## config.mk

```make
export PLATFORM = sky130hd
export DESIGN_NAME = tis_select
export DESIGN_NICKNAME = d
export VERILOG_FILES = /design/src/sv/tis_pkg.sv /design/src/sv/tis_select.sv
export SDC_FILE = /design/constraint.sdc
export NUM_CORES = 1
export LEC_CHECK = 0
export BUFFER_PORTS_ARGS = -buffer_cell sky130_fd_sc_hd__buf_2
export CAP_MARGIN = 20
export CORE_AREA = 2 2 373 375
export CTS_CLUSTER_SIZE = 24
export DETAILED_ROUTE_END_ITERATION = 10
export DIE_AREA = 0 0 375 377
export GPL_TIMING_DRIVEN = 1
export PLACE_DENSITY = 0.5
export SLEW_MARGIN = 20
export SYNTH_ARGS = -nofsm -noshare
export SYNTH_HDL_FRONTEND = slang
export SYNTH_SLANG_ARGS = --single-unit
```

## constraint.sdc

```tcl
create_clock -name clk -period 7.49 [get_ports clk]
set_input_delay 1.498 -clock clk [delete_from_list [all_inputs] [get_ports clk]]
set_output_delay 1.498 -clock clk [all_outputs]
set_load 0.01 [all_outputs]
```

## src/sv/tis_pkg.sv

```systemverilog
// ----------------------------------------------------------------------------
// Triangle isoline segment package
// Shared types, widths and codes for the contour segment pipeline.
// ----------------------------------------------------------------------------
package tis_pkg;

  // Word width of every coordinate and scalar.
  localparam int DW = 32;
  // Width of the tolerance register.
  localparam int TW = DW - 1;
  // Width of the exact product of two magnitudes.
  localparam int MW = 2 * DW;
  // Quotient bits kept; a larger quotient always saturates.
  localparam int QW = 41;
  // High numerator bits that seed the divider remainder.
  localparam int HW = MW + 1 - QW;
  // Register stages inside one interpolation lane.
  localparam int LANE_LAT = QW + 4;

  typedef logic signed [DW-1:0] word_t;

  // Configuration register indexes.
  localparam logic REG_ISO_LEVEL = 1'b0;
  localparam logic REG_TOLERANCE = 1'b1;

  // Class of a vertex against the level.
  typedef enum logic [1:0] {
    CLS_ON    = 2'b00,
    CLS_ABOVE = 2'b01,
    CLS_BELOW = 2'b10
  } cls_t;

  typedef struct packed {
    word_t ax_in;
    word_t ay_in;
    word_t az_in;
    word_t a_value;
    word_t bx_in;
    word_t by_in;
    word_t bz_in;
    word_t b_value;
    word_t cx_in;
    word_t cy_in;
    word_t cz_in;
    word_t c_value;
  } in_item_t;

  typedef struct packed {
    word_t start_x;
    word_t start_y;
    word_t start_z;
    word_t end_x;
    word_t end_y;
    word_t end_z;
  } out_item_t;

  typedef struct packed {
    word_t x;
    word_t y;
    word_t z;
    word_t f;
  } vtx_t;

  typedef struct packed {
    vtx_t p;
    vtx_t q;
  } edge_t;

  typedef struct packed {
    edge_t e1;
    edge_t e2;
  } seg_t;

  // Magnitude of a widened signed difference.
  function automatic logic [DW:0] mag_w(logic [DW:0] v);
    return v[DW] ? (~v + 1'b1) : v;
  endfunction

endpackage

```

## src/sv/tis_select.sv

```systemverilog
// ----------------------------------------------------------------------------
// Triangle isoline segment: vertex classing and edge selection
// Classes each vertex against the level and registers the two chosen edges.
// ----------------------------------------------------------------------------
module tis_select import tis_pkg::*; (
  input  logic          clk,
  input  logic          rst_n,
  input  logic          en,
  input  logic          in_valid,
  input  in_item_t      item,
  input  word_t         iso_level,
  input  logic [TW-1:0] tolerance,
  output logic          valid_r,
  output seg_t          seg_r
);

  // A vertex inside the tolerance band counts as on the level. With an empty
  // band only an exact match with the level is on it.
  function automatic cls_t classify(word_t f, word_t lvl, logic [TW-1:0] tol);
    logic [DW:0] d;
    logic [DW:0] m;
    d = {f[DW-1], f} - {lvl[DW-1], lvl};
    m = mag_w(d);
    if (m < {2'b00, tol} || d == '0) begin
      return CLS_ON;
    end else if (d[DW]) begin
      return CLS_BELOW;
    end
    return CLS_ABOVE;
  endfunction

  vtx_t va, vb, vc;
  cls_t sa, sb, sc;
  logic hit;
  seg_t seg_nxt;
  logic valid_nxt;

  assign va = {item.ax_in, item.ay_in, item.az_in, item.a_value};
  assign vb = {item.bx_in, item.by_in, item.bz_in, item.b_value};
  assign vc = {item.cx_in, item.cy_in, item.cz_in, item.c_value};

  assign sa = classify(item.a_value, iso_level, tolerance);
  assign sb = classify(item.b_value, iso_level, tolerance);
  assign sc = classify(item.c_value, iso_level, tolerance);

  // The first vertex whose class differs from both others picks the edges.
  always_comb begin
    hit = 1'b1;
    seg_nxt.e1 = '{p: va, q: vb};
    seg_nxt.e2 = '{p: va, q: vc};
    priority if (sa != sb && sa != sc) begin
      seg_nxt.e1 = '{p: va, q: vb};
      seg_nxt.e2 = '{p: va, q: vc};
    end else if (sa != sb && sb != sc) begin
      seg_nxt.e1 = '{p: va, q: vb};
      seg_nxt.e2 = '{p: vb, q: vc};
    end else if (sa != sc && sb != sc) begin
      seg_nxt.e1 = '{p: va, q: vc};
      seg_nxt.e2 = '{p: vb, q: vc};
    end else begin
      hit = 1'b0;
    end
  end

  assign valid_nxt = in_valid && hit;

  // Triangles that give no segment drop out here.
  always_ff @(posedge clk) begin
    if (!rst_n) begin
      valid_r <= 1'b0;
    end else if (en) begin
      valid_r <= valid_nxt;
    end
  end

  always_ff @(posedge clk) begin
    if (en) begin
      seg_r <= seg_nxt;
    end
  end

endmodule

```

==> impl_metrics.json, run 1 <==
{
  "status": "finished, final reports clean",
  "synth_edf_count": 512,
  "gp_congestion": 0.9484,
  "root_buffer": "clkbuf_16",
  "synthTopCellsByArea": "edfxtp_1, mux2_4, ha_1, a21oi_1, xnor2_1",
  "dpl-instance-area_sq_um": 43500,
  "synth_warnings": 0,
  "p_seq_frac": 0.297,
  "critPathArrivalTime_ns": 7.85,
  "slew_violations": 0,
  "fmax_mhz": 134.7,
  "p_leak_nw": 21.05,
  "tns_ns": 0,
  "grt_overflow": 0,
  "setup_violations": 0,
  "dieArea_sq_um": 141400,
  "clk_pin_slew_ns": 0.07,
  "postSynthCellCount": 2530,
  "ys_seq_area_frac": 0.4884,
  "drt-initial-drc-count": 2193,
  "hp-start": "valid_r$_SDFFE_PN0P_",
  "cp-start-kind": "input pin",
  "ys.flop_type": "edfxtp_1",
  "drive_gt1_frac": 0.5264,
  "async_flop_share": 0,
  "clk_latency_ns": 0.68,
  "slowest_delay_ns": 0.44,
  "nNetsFinal": 4853,
  "yosysUniqueCellTypes": 113,
  "vias": 28960,
  "cap_violations": 0,
  "r2r-start": "valid_r$_SDFFE_PN0P_",
  "cts_num_sinks": 513,
  "postRouteAntennaNets": 0,
  "yosysTopAreaCellShare": 0.4877,
  "cts_buffer_depth": 3,
  "dp_slack_ns": -1.056,
  "fp.dieH_um": 377,
  "grt_max_degree": 157,
  "fin_ws_ns": 0.06419,
  "cts_tree": "built",
  "finalHoldViolCount": 0,
  "first_pass_iters": 5,
  "cts_max_level": 2,
  "holdCritPathClass": "reg2reg",
  "slew_headroom": 0.3009,
  "cp_slowest_cell": "or4_1",
  "power_density_nw_per_um2": 287.3,
  "synth.net_count": 3173,
  "boundaryPins": 964,
  "port_buffers": 963,
  "path_max_fanout": 8,
  "switching_share": 0.3447,
  "holdWs_ns": 0.5035,
  "grt.total_usage": 0.2285,
  "cp-startpoint": "iso_level[13]",
  "fin_worst_skew_ns": 0,
  "netlist_area_sq_um": 31520,
  "synth_top_cell_by_area": "edfxtp_1",
  "grt_pass1_vias": 28190,
  "p_clk_frac": 0.215,
  "grt_setup_unrepaired": "yes",
  "hpwlAfterDp_mm": 144.9,
  "ys_seq_elements": 513,
  "drcViolationCount": 0,
  "p_comb_frac": 0.488,
  "antenna_found_initial": 37,
  "period_share": 0.9914,
  "worstSetupPathType": "in2reg",
  "cts_made_buffers": 59,
  "finalPower_mw": 13.51,
  "internal_power_mw": 8.855,
  "routed_via_density": 4.777,
  "ctsHoldBuffers": 0,
  "synth_area_per_cell_sq_um": 12.46,
  "wl_per_cell_um": 28.35,
  "core_sq_um": 137000,
  "rows": 136,
  "fin_crit_ns": 7.426,
  "crit_required_ns": 7.91,
  "area_delta_synth_final_pct": 49.21,
  "crit_path_end_kind": "flip-flop",
  "drt-total-wl_mm": 171.9,
  "start_util": 0.2301,
  "tightestPinTransition_ns": 1.049,
  "power.switching_mw": 4.658,
  "fin_area_sq_um": 47040,
  "die_w_um": 375,
  "ir_worst_vdd_v": 0.0001813,
  "grt_pass1_wl_mm": 224.5
}
power by group through the flow:
| stage | sequential [mW] | combinational, mW | clock, mW |
|---|---|---|---|
| finish | 4.02 | 6.59 | 2.90 |
| global route | 4.05 | 6.93 | 3.07 |
| CTS | 4.02 | 5.90 | 2.96 |
| detailed placement | 4.07 | 5.72 | 0 |
| global placement | 4.06 | 5.66 | 0 |
| floorplan | 4.30 | 3.15 | 0 |
worst max-delay path, delay by kind of cell:
kind	cells	cell delay (ns)
AO/OA/AOI/OAI	12	2.50
XOR/XNOR	2	0.30
adder cells (fa/ha/maj)	2	0.58
buffers and inverters	9	1.37
multiplexers	1	0.29
AND/OR/NAND/NOR	7	1.28
per-stage QoR:
step                cells    util
floorplan            2530       -
global route         6056  0.3433
finish               6062  0.3434
CTS                  6019  0.3342
global placement     5900  0.3176
detailed placement   5900  0.3176
flip-flops by register name, summed over array words and instances, names as in the netlist:
register	cells
seg_r	512
valid_r	1
area by class of cell:
class / count / area (sq um)
repair buffers: 1714 / 11290
diodes: 11 / 27.53
clock inverters: 34 / 345.3
inverters: 90 / 350.3
clock buffers: 74 / 1533
multi-input cells: 1832 / 15850
well taps: 1794 / 2245
flip-flops and latches: 513 / 15390
fillers: 13980 / 89950
kinds of logic (layout without fill, tap and decap cells):
family,after synthesis,after routing,synth area share
mux,266,266,0.1206
flops,513,513,0.4884
compound gates,610,610,0.1353
buf+inv,185,1912,0.03509
xor+xnor,139,139,0.03862
other cells,0,11,0
fa+ha+maj,192,192,0.07692
simple gates,625,625,0.1051
metal layers:
layer	routed length (um)	track usage	up-vias	part of all wire
met4	5500	0.07167	10	0.032
met3	14800	0.07015	199	0.086
li1	-	-	13180	-
met5	68	0	-	0.00040
met2	80570	0.3749	985	0.47
met1	70930	0.2859	14590	0.41
cell usage in the layout (no fill, tap or decap), types with 11 or more instances in the layout:
| master | Yosys | final |
|---|---|---|
| mux2_2 | 20 | 12 |
| a211oi_1 | 20 | 19 |
| nand4_1 | 45 | 45 |
| a31oi_1 | 21 | 21 |
| clkbuf_16 | 0 | 67 |
| xor2_1 | 59 | 59 |
| xnor2_1 | 80 | 80 |
| nand3_1 | 48 | 44 |
| and3_1 | 22 | 22 |
| or3_1 | 25 | 22 |
| a21o_1 | 65 | 65 |
| o211ai_1 | 32 | 32 |
| a211o_1 | 13 | 12 |
| o21ai_1 | 8 | 24 |
| nand2b_1 | 22 | 21 |
| buf_6 | 6 | 15 |
| or2_2 | 11 | 11 |
| nor2b_1 | 17 | 15 |
| nand2_1 | 153 | 149 |
| edfxtp_1 | 512 | 512 |
| o21ai_0 | 98 | 79 |
| and2_1 | 24 | 22 |
| nor3_1 | 45 | 38 |
| buf_2 | 36 | 957 |
| ha_1 | 189 | 173 |
| inv_1 | 90 | 77 |
| nor2_1 | 132 | 123 |
| o21a_1 | 16 | 16 |
| buf_4 | 5 | 683 |
| o2111ai_1 | 12 | 11 |
| nand3b_1 | 11 | 11 |
| buf_8 | 11 | 14 |
| mux2_4 | 218 | 243 |
| a21oi_2 | 7 | 24 |
| clkinv_1 | 0 | 16 |
| clkbuf_1 | 25 | 15 |
| buf_12 | 11 | 25 |
| a21oi_1 | 164 | 143 |
| diode_2 | 0 | 11 |
timing repair:
action                                  CTS  global route
resized for setup                        61           201
endpoints found under the setup margin  255           256
buffers inserted                         10            25
pin swaps                                20            49
cloned                                    1             8
worst paths after layout:
kind	end	slack [ns]	cells after the start
setup / recovery	seg_r[302]$_DFFE_PP_	0.06	33
hold / removal	valid_r$_SDFFE_PN0P_	0.50	2
setup reg to reg	valid_r$_SDFFE_PN0P_	6.92	2
hold reg to reg	valid_r$_SDFFE_PN0P_	0.50	2
synthesized netlist by cell type (all sizes together), types with 26 or more instances:
master / number
edfxtp: 512
mux2: 256
ha: 189
a21oi: 172
nand2: 153
nor2: 132
o21ai: 108
inv: 90
xnor2: 80
buf: 70
a21o: 65
xor2: 59
nand3: 49
nor3: 48
nand4: 47
o211ai: 34
and2: 27
or3: 26
No activity file was read; power rests on OpenSTA's default activity.
==> inputs of run 2 (changes only) <==
- clock period: 7.49 -> 6.35 ns (I/O delays scaled with it)
==> impl_metrics.json, run 2 (synthesis results as in run 1) <==
{
  "drive_gt1_frac": 0.5402,
  "port_buffers": 963,
  "antenna_found_initial": 36,
  "crit_path_end_kind": "flip-flop",
  "nFillCells": 13920,
  "vias": 29440,
  "cts_made_buffers": 58,
  "grt_pass1_vias": 28800,
  "largestRegisters": "seg_r (512), valid_r (1)",
  "crit_required_ns": 6.76,
  "path_max_fanout": 7,
  "routed_via_density": 4.798,
  "nNetsFinal": 4933,
  "p_leak_nw": 21.52,
  "clk_pin_slew_ns": 0.06,
  "r2r-start": "valid_r$_SDFFE_PN0P_",
  "reg2regPathDepth": 2,
  "root_buffer": "clkbuf_16",
  "cts_num_sinks": 513,
  "first_pass_iters": 5,
  "start_util": 0.2301,
  "fin_worst_skew_ns": 0,
  "slew_violations": 0,
  "cp_common_cell": "buf_4",
  "clk_latency_ns": 0.65,
  "postRouteAntennaNets": 0,
  "largest_reg_flops": 512,
  "grt_max_degree": 124,
  "layout_common_cells": "buf_2, buf_4, edfxtp_1",
  "cp_slowest_cell": "ha_4",
  "gp_congestion": 0.9449,
  "holdWs_ns": 0.4815,
  "setup_violations": 257,
  "slowest_delay_ns": 0.34,
  "final_common_cell": "buf_2",
  "fin_ws_ns": -0.7892,
  "dieArea_sq_um": 141400,
  "drcViolationCount": 0,
  "crit_cells": 36,
  "rows": 136,
  "holdCritPathClass": "reg2reg",
  "grt_pass1_wl_mm": 231.4,
  "finalHoldViolCount": 0,
  "boundaryPins": 964,
  "critPathArrivalTime_ns": 7.55,
  "regMostFlops": "seg_r",
  "grt_setup_unrepaired": "yes",
  "violations": "negative setup slack",
  "fin_crit_ns": 7.139,
  "cap_violations": 0,
  "grt_overflow": 0,
  "tightestPinTransition_ns": 0.9980,
  "slew_headroom": 0.3347,
  "drt-total-wl_mm": 178.7,
  "ir_worst_vdd_v": 0.0001991,
  "cp-endpoint": "seg_r[278]$_DFFE_PP_",
  "cts_max_level": 2,
  "cp-start-kind": "input pin",
  "cp_num_buf_inv": 10,
  "cp-startpoint": "iso_level[9]",
  "period_share": 1.124,
  "fmax_mhz": 140.1,
  "r2r_slack_ns": 5.80,
  "path_delay_family": "compound AO/OA/AOI/OAI gates",
  "cts_buffer_depth": 3,
  "hpwlAfterDp_mm": 151.2,
  "core_sq_um": 137000,
  "cts_tree": "built",
  "fp.dieH_um": 377,
  "utilization": 0.3501,
  "grt.total_usage": 0.2379,
  "die_w_um": 375,
  "status": "complete, but fails checks",
  "wl_per_cell_um": 29.12,
  "power_density_nw_per_um2": 341.8,
  "r2r_end": "valid_r$_SDFFE_PN0P_",
  "area_delta_synth_final_pct": 52.15,
  "worstSetupPathType": "in2reg",
  "drt-initial-drc-count": 2431
}
run 2: per-layer routing:
layer,GRT usage,vias up,routed length [um]
met3,0.08132,241,17330
met5,0,-,156
met4,0.09769,24,7862
met2,0.3958,1065,84240
met1,0.2795,14800,69090
li1,-,13310,-
run 2: worst min-delay path, cell delays in order (launching register included):
cell and delay [ns]:
dfxtp_1 0.31, nand3b_1 0.07, o21ai_1 0.05
run 2: layout make-up:
type,count,area (sq um),area share
Antenna cell,12,30.03,0.0006261
Clock buffer,66,1503,0.03133
Clock inverter,34,352.8,0.007356
Inverter,90,379.1,0.007904
Multi-Input combinational cell,1832,15960,0.3327
Sequential cell,513,15390,0.3210
Tap cell,1794,2245,0.04680
Timing Repair Buffer,1795,12100,0.2523
run 2: repair_timing:
item | CTS | global route
pin swaps | 40 | 24
gates resized for setup | 194 | 78
cloned | 2 | 16
buffers inserted | 38 | 10
hold buffers | 0 | 0
setup endpoints to repair | 257 | 257
run 2: metrics by stage:
| step | worst slack [ns] | cells | instance area (sq um) | total power, mW | TNS [ns] |
|---|---|---|---|---|---|
| floorplan | -0.8481 | 2530 | 31740 | 8.933 | -206.16 |
| global placement | -2.039 | 5961 | 44070 | 11.77 | -489.99 |
| detailed placement | -2.063 | 5961 | 44070 | 11.84 | -491.71 |
| CTS | -0.7263 | 6101 | 47180 | 15.78 | -163.85 |
| global route | -1.096 | 6128 | 47940 | 17.03 | -263.86 |
| finish | -0.7892 | 6136 | 47960 | 16.40 | -182.44 |
run 2: worst min-delay path by stage:
stage	from	endpoint	slack, ns	depth (start not counted)
6_report	valid_r$_SDFFE_PN0P_	valid_r$_SDFFE_PN0P_	0.48	2
5_1_grt	valid_r$_SDFFE_PN0P_	valid_r$_SDFFE_PN0P_	0.51	2
4_1_cts	valid_r$_SDFFE_PN0P_	valid_r$_SDFFE_PN0P_	0.49	2
3_5_place_dp	valid_r$_SDFFE_PN0P_	valid_r$_SDFFE_PN0P_	0.48	2
3_3_place_gp	valid_r$_SDFFE_PN0P_	valid_r$_SDFFE_PN0P_	0.47	2
2_1_floorplan	valid_r$_SDFFE_PN0P_	valid_r$_SDFFE_PN0P_	0.50	2
run 2: power breakdown:
part	total, mW	internal, mW	switching [mW]
registers	4.77	4.54	0.228
clock network	3.41	1.90	1.51
logic	8.22	4.32	3.91
total	16.4	10.8	5.64
==> inputs of run 3 (changes only) <==
- REMOVE_ABC_BUFFERS: unset -> 1
==> impl_metrics.json, run 3 (synthesis results as in run 1) <==
{
  "status": "complete, but fails checks",
  "violations": "negative setup slack",
  "grt_max_degree": 150,
  "crit_path_end_kind": "flip-flop",
  "cts_max_level": 2,
  "largestRegisters": "seg_r (512), valid_r (1)",
  "drive_gt1_frac": 0.5423,
  "utilization": 0.3482,
  "postRouteAntennaNets": 0,
  "cts_made_buffers": 54,
  "wl_per_cell_um": 29.82,
  "p_comb_frac": 0.502,
  "finalHoldViolCount": 0,
  "gp_congestion": 0.9631,
  "cp_slowest_cell": "o21ai_0",
  "fin_area_sq_um": 47700,
  "ir_worst_vdd_v": 0.0002083,
  "reg2regPathDepth": 2,
  "r2r_end": "valid_r$_SDFFE_PN0P_",
  "dieArea_sq_um": 141400,
  "power.switching_mw": 5.506,
  "cap_violations": 0,
  "vias": 29560,
  "port_buffers": 963,
  "holdCritPathClass": "reg2reg",
  "area_delta_synth_final_pct": 51.31,
  "routed_via_density": 4.811,
  "hpwlAfterDp_mm": 156.9,
  "clk_latency_ns": 0.63,
  "fmax_mhz": 139.1,
  "drt-total-wl_mm": 183.3,
  "nFillCells": 13930,
  "cp-start-kind": "input pin",
  "grt_pass1_vias": 29010,
  "path_max_fanout": 7,
  "fp.dieH_um": 377,
  "critPathArrivalTime_ns": 7.57,
  "finalPower_mw": 15.80,
  "layout_common_cells": "buf_2, buf_4, edfxtp_1",
  "fin_crit_ns": 7.187,
  "p_clk_frac": 0.196,
  "drt-initial-drc-count": 2292,
  "power_density_nw_per_um2": 331.2,
  "internal_power_mw": 10.29,
  "ctsHoldBuffers": 0,
  "r2r_slack_ns": 5.79,
  "nNetsFinal": 4936,
  "start_util": 0.2301,
  "cts_buffer_depth": 3,
  "final_common_cell": "buf_2",
  "cp-startpoint": "iso_level[13]",
  "tightestPinTransition_ns": 0.9320,
  "root_buffer": "clkbuf_16",
  "clk_pin_slew_ns": 0.06,
  "p_leak_nw": 21.41,
  "switching_share": 0.3486,
  "antenna_found_initial": 67,
  "dpl-instance-area_sq_um": 43990,
  "cp-endpoint": "seg_r[373]$_DFFE_PP_",
  "p_seq_frac": 0.302,
  "crit_required_ns": 6.73,
  "core_sq_um": 137000,
  "grt_setup_unrepaired": "yes",
  "grt_pass1_wl_mm": 237.3,
  "slew_headroom": 0.3786,
  "cts_num_sinks": 513,
  "worstSetupPathType": "in2reg",
  "r2r-start": "valid_r$_SDFFE_PN0P_",
  "fin_worst_skew_ns": 0,
  "setup_violations": 257,
  "grt.total_usage": 0.2460,
  "drcViolationCount": 0,
  "boundaryPins": 964,
  "period_share": 1.132,
  "grt_overflow": 0,
  "cts_tree": "built",
  "fin_ws_ns": -0.8375,
  "die_w_um": 375,
  "largest_reg_flops": 512,
  "rows": 136,
  "slowest_delay_ns": 0.48,
  "regMostFlops": "seg_r",
  "first_pass_iters": 5,
  "slew_violations": 0
}
==> run 3: what timing repair did <==
action                                  in CTS  in global routing
pin swaps                                   67                 13
endpoints found under the setup margin     257                257
gates cloned                                 5                  5
buffers inserted                            42                 11
resized for setup                          244                 60
==> run 3: cell type report <==
class / count / area (sq um) / share of cell area
repair buffers: 1802 / 11930 / 0.2501
inverters: 90 / 354.1 / 0.007424
diodes: 16 / 40.04 / 0.0008394
flip-flops and latches: 513 / 15390 / 0.3228
multi-input cells: 1832 / 16090 / 0.3372
clock buffers: 66 / 1396 / 0.02927
well taps: 1794 / 2245 / 0.04706
clock inverters: 32 / 251.5 / 0.005273
==> run 3: layer usage <==
metal  GRT usage  vias up  share of wire
li1            -    13340              -
met5    0.009605        -         0.0030
met4     0.07319       54          0.034
met2      0.3874     1128           0.44
met3      0.1198      235           0.12
met1      0.2940    14810           0.40
==> run 3: worst min path at each step <==
stage | from | end | slack [ns] | depth (start not counted)
after CTS | valid_r$_SDFFE_PN0P_ | valid_r$_SDFFE_PN0P_ | 0.50 | 2
final | valid_r$_SDFFE_PN0P_ | valid_r$_SDFFE_PN0P_ | 0.50 | 2
after global routing | valid_r$_SDFFE_PN0P_ | valid_r$_SDFFE_PN0P_ | 0.53 | 2
after floorplan | valid_r$_SDFFE_PN0P_ | valid_r$_SDFFE_PN0P_ | 0.51 | 2
after global placement | valid_r$_SDFFE_PN0P_ | valid_r$_SDFFE_PN0P_ | 0.47 | 2
after detailed placement | valid_r$_SDFFE_PN0P_ | valid_r$_SDFFE_PN0P_ | 0.48 | 2
==> run 3: worst max-delay path, delay by kind of cell <==
kind,cells,cell delay [ns]
AO/OA/AOI/OAI,11,2.81
AND/OR/NAND/NOR,5,1.02
multiplexers,1,0.29
XOR/XNOR,2,0.33
buffers and inverters,9,1.20
adder cells (fa/ha/maj),2,0.62
==> run 3: power groups by stage <==
stage                     Combinational [mW]  Clock, mW  Sequential [mW]
after global placement                  6.79          0             4.83
after global routing                    8.31       3.27             4.81
after detailed placement                6.86          0             4.83
after floorplan                         3.59          0             5.07
after CTS                               7.70       3.16             4.77
final                                   7.93       3.09             4.77
==> run 3: through the flow <==
stage | std cells | worst slack [ns] | TNS [ns] | hold slack (ns)
2_1_floorplan | 2435 | -4.097 | -773.82 | 0.5089
3_3_place_gp | 5971 | -2.109 | -508.79 | 0.4748
3_5_place_dp | 5971 | -2.122 | -510.60 | 0.4801
4_1_cts | 6115 | -0.7392 | -167.11 | 0.4978
5_1_grt | 6132 | -1.020 | -238.07 | 0.5253
6_report | 6145 | -0.8375 | -191.52 | 0.4986
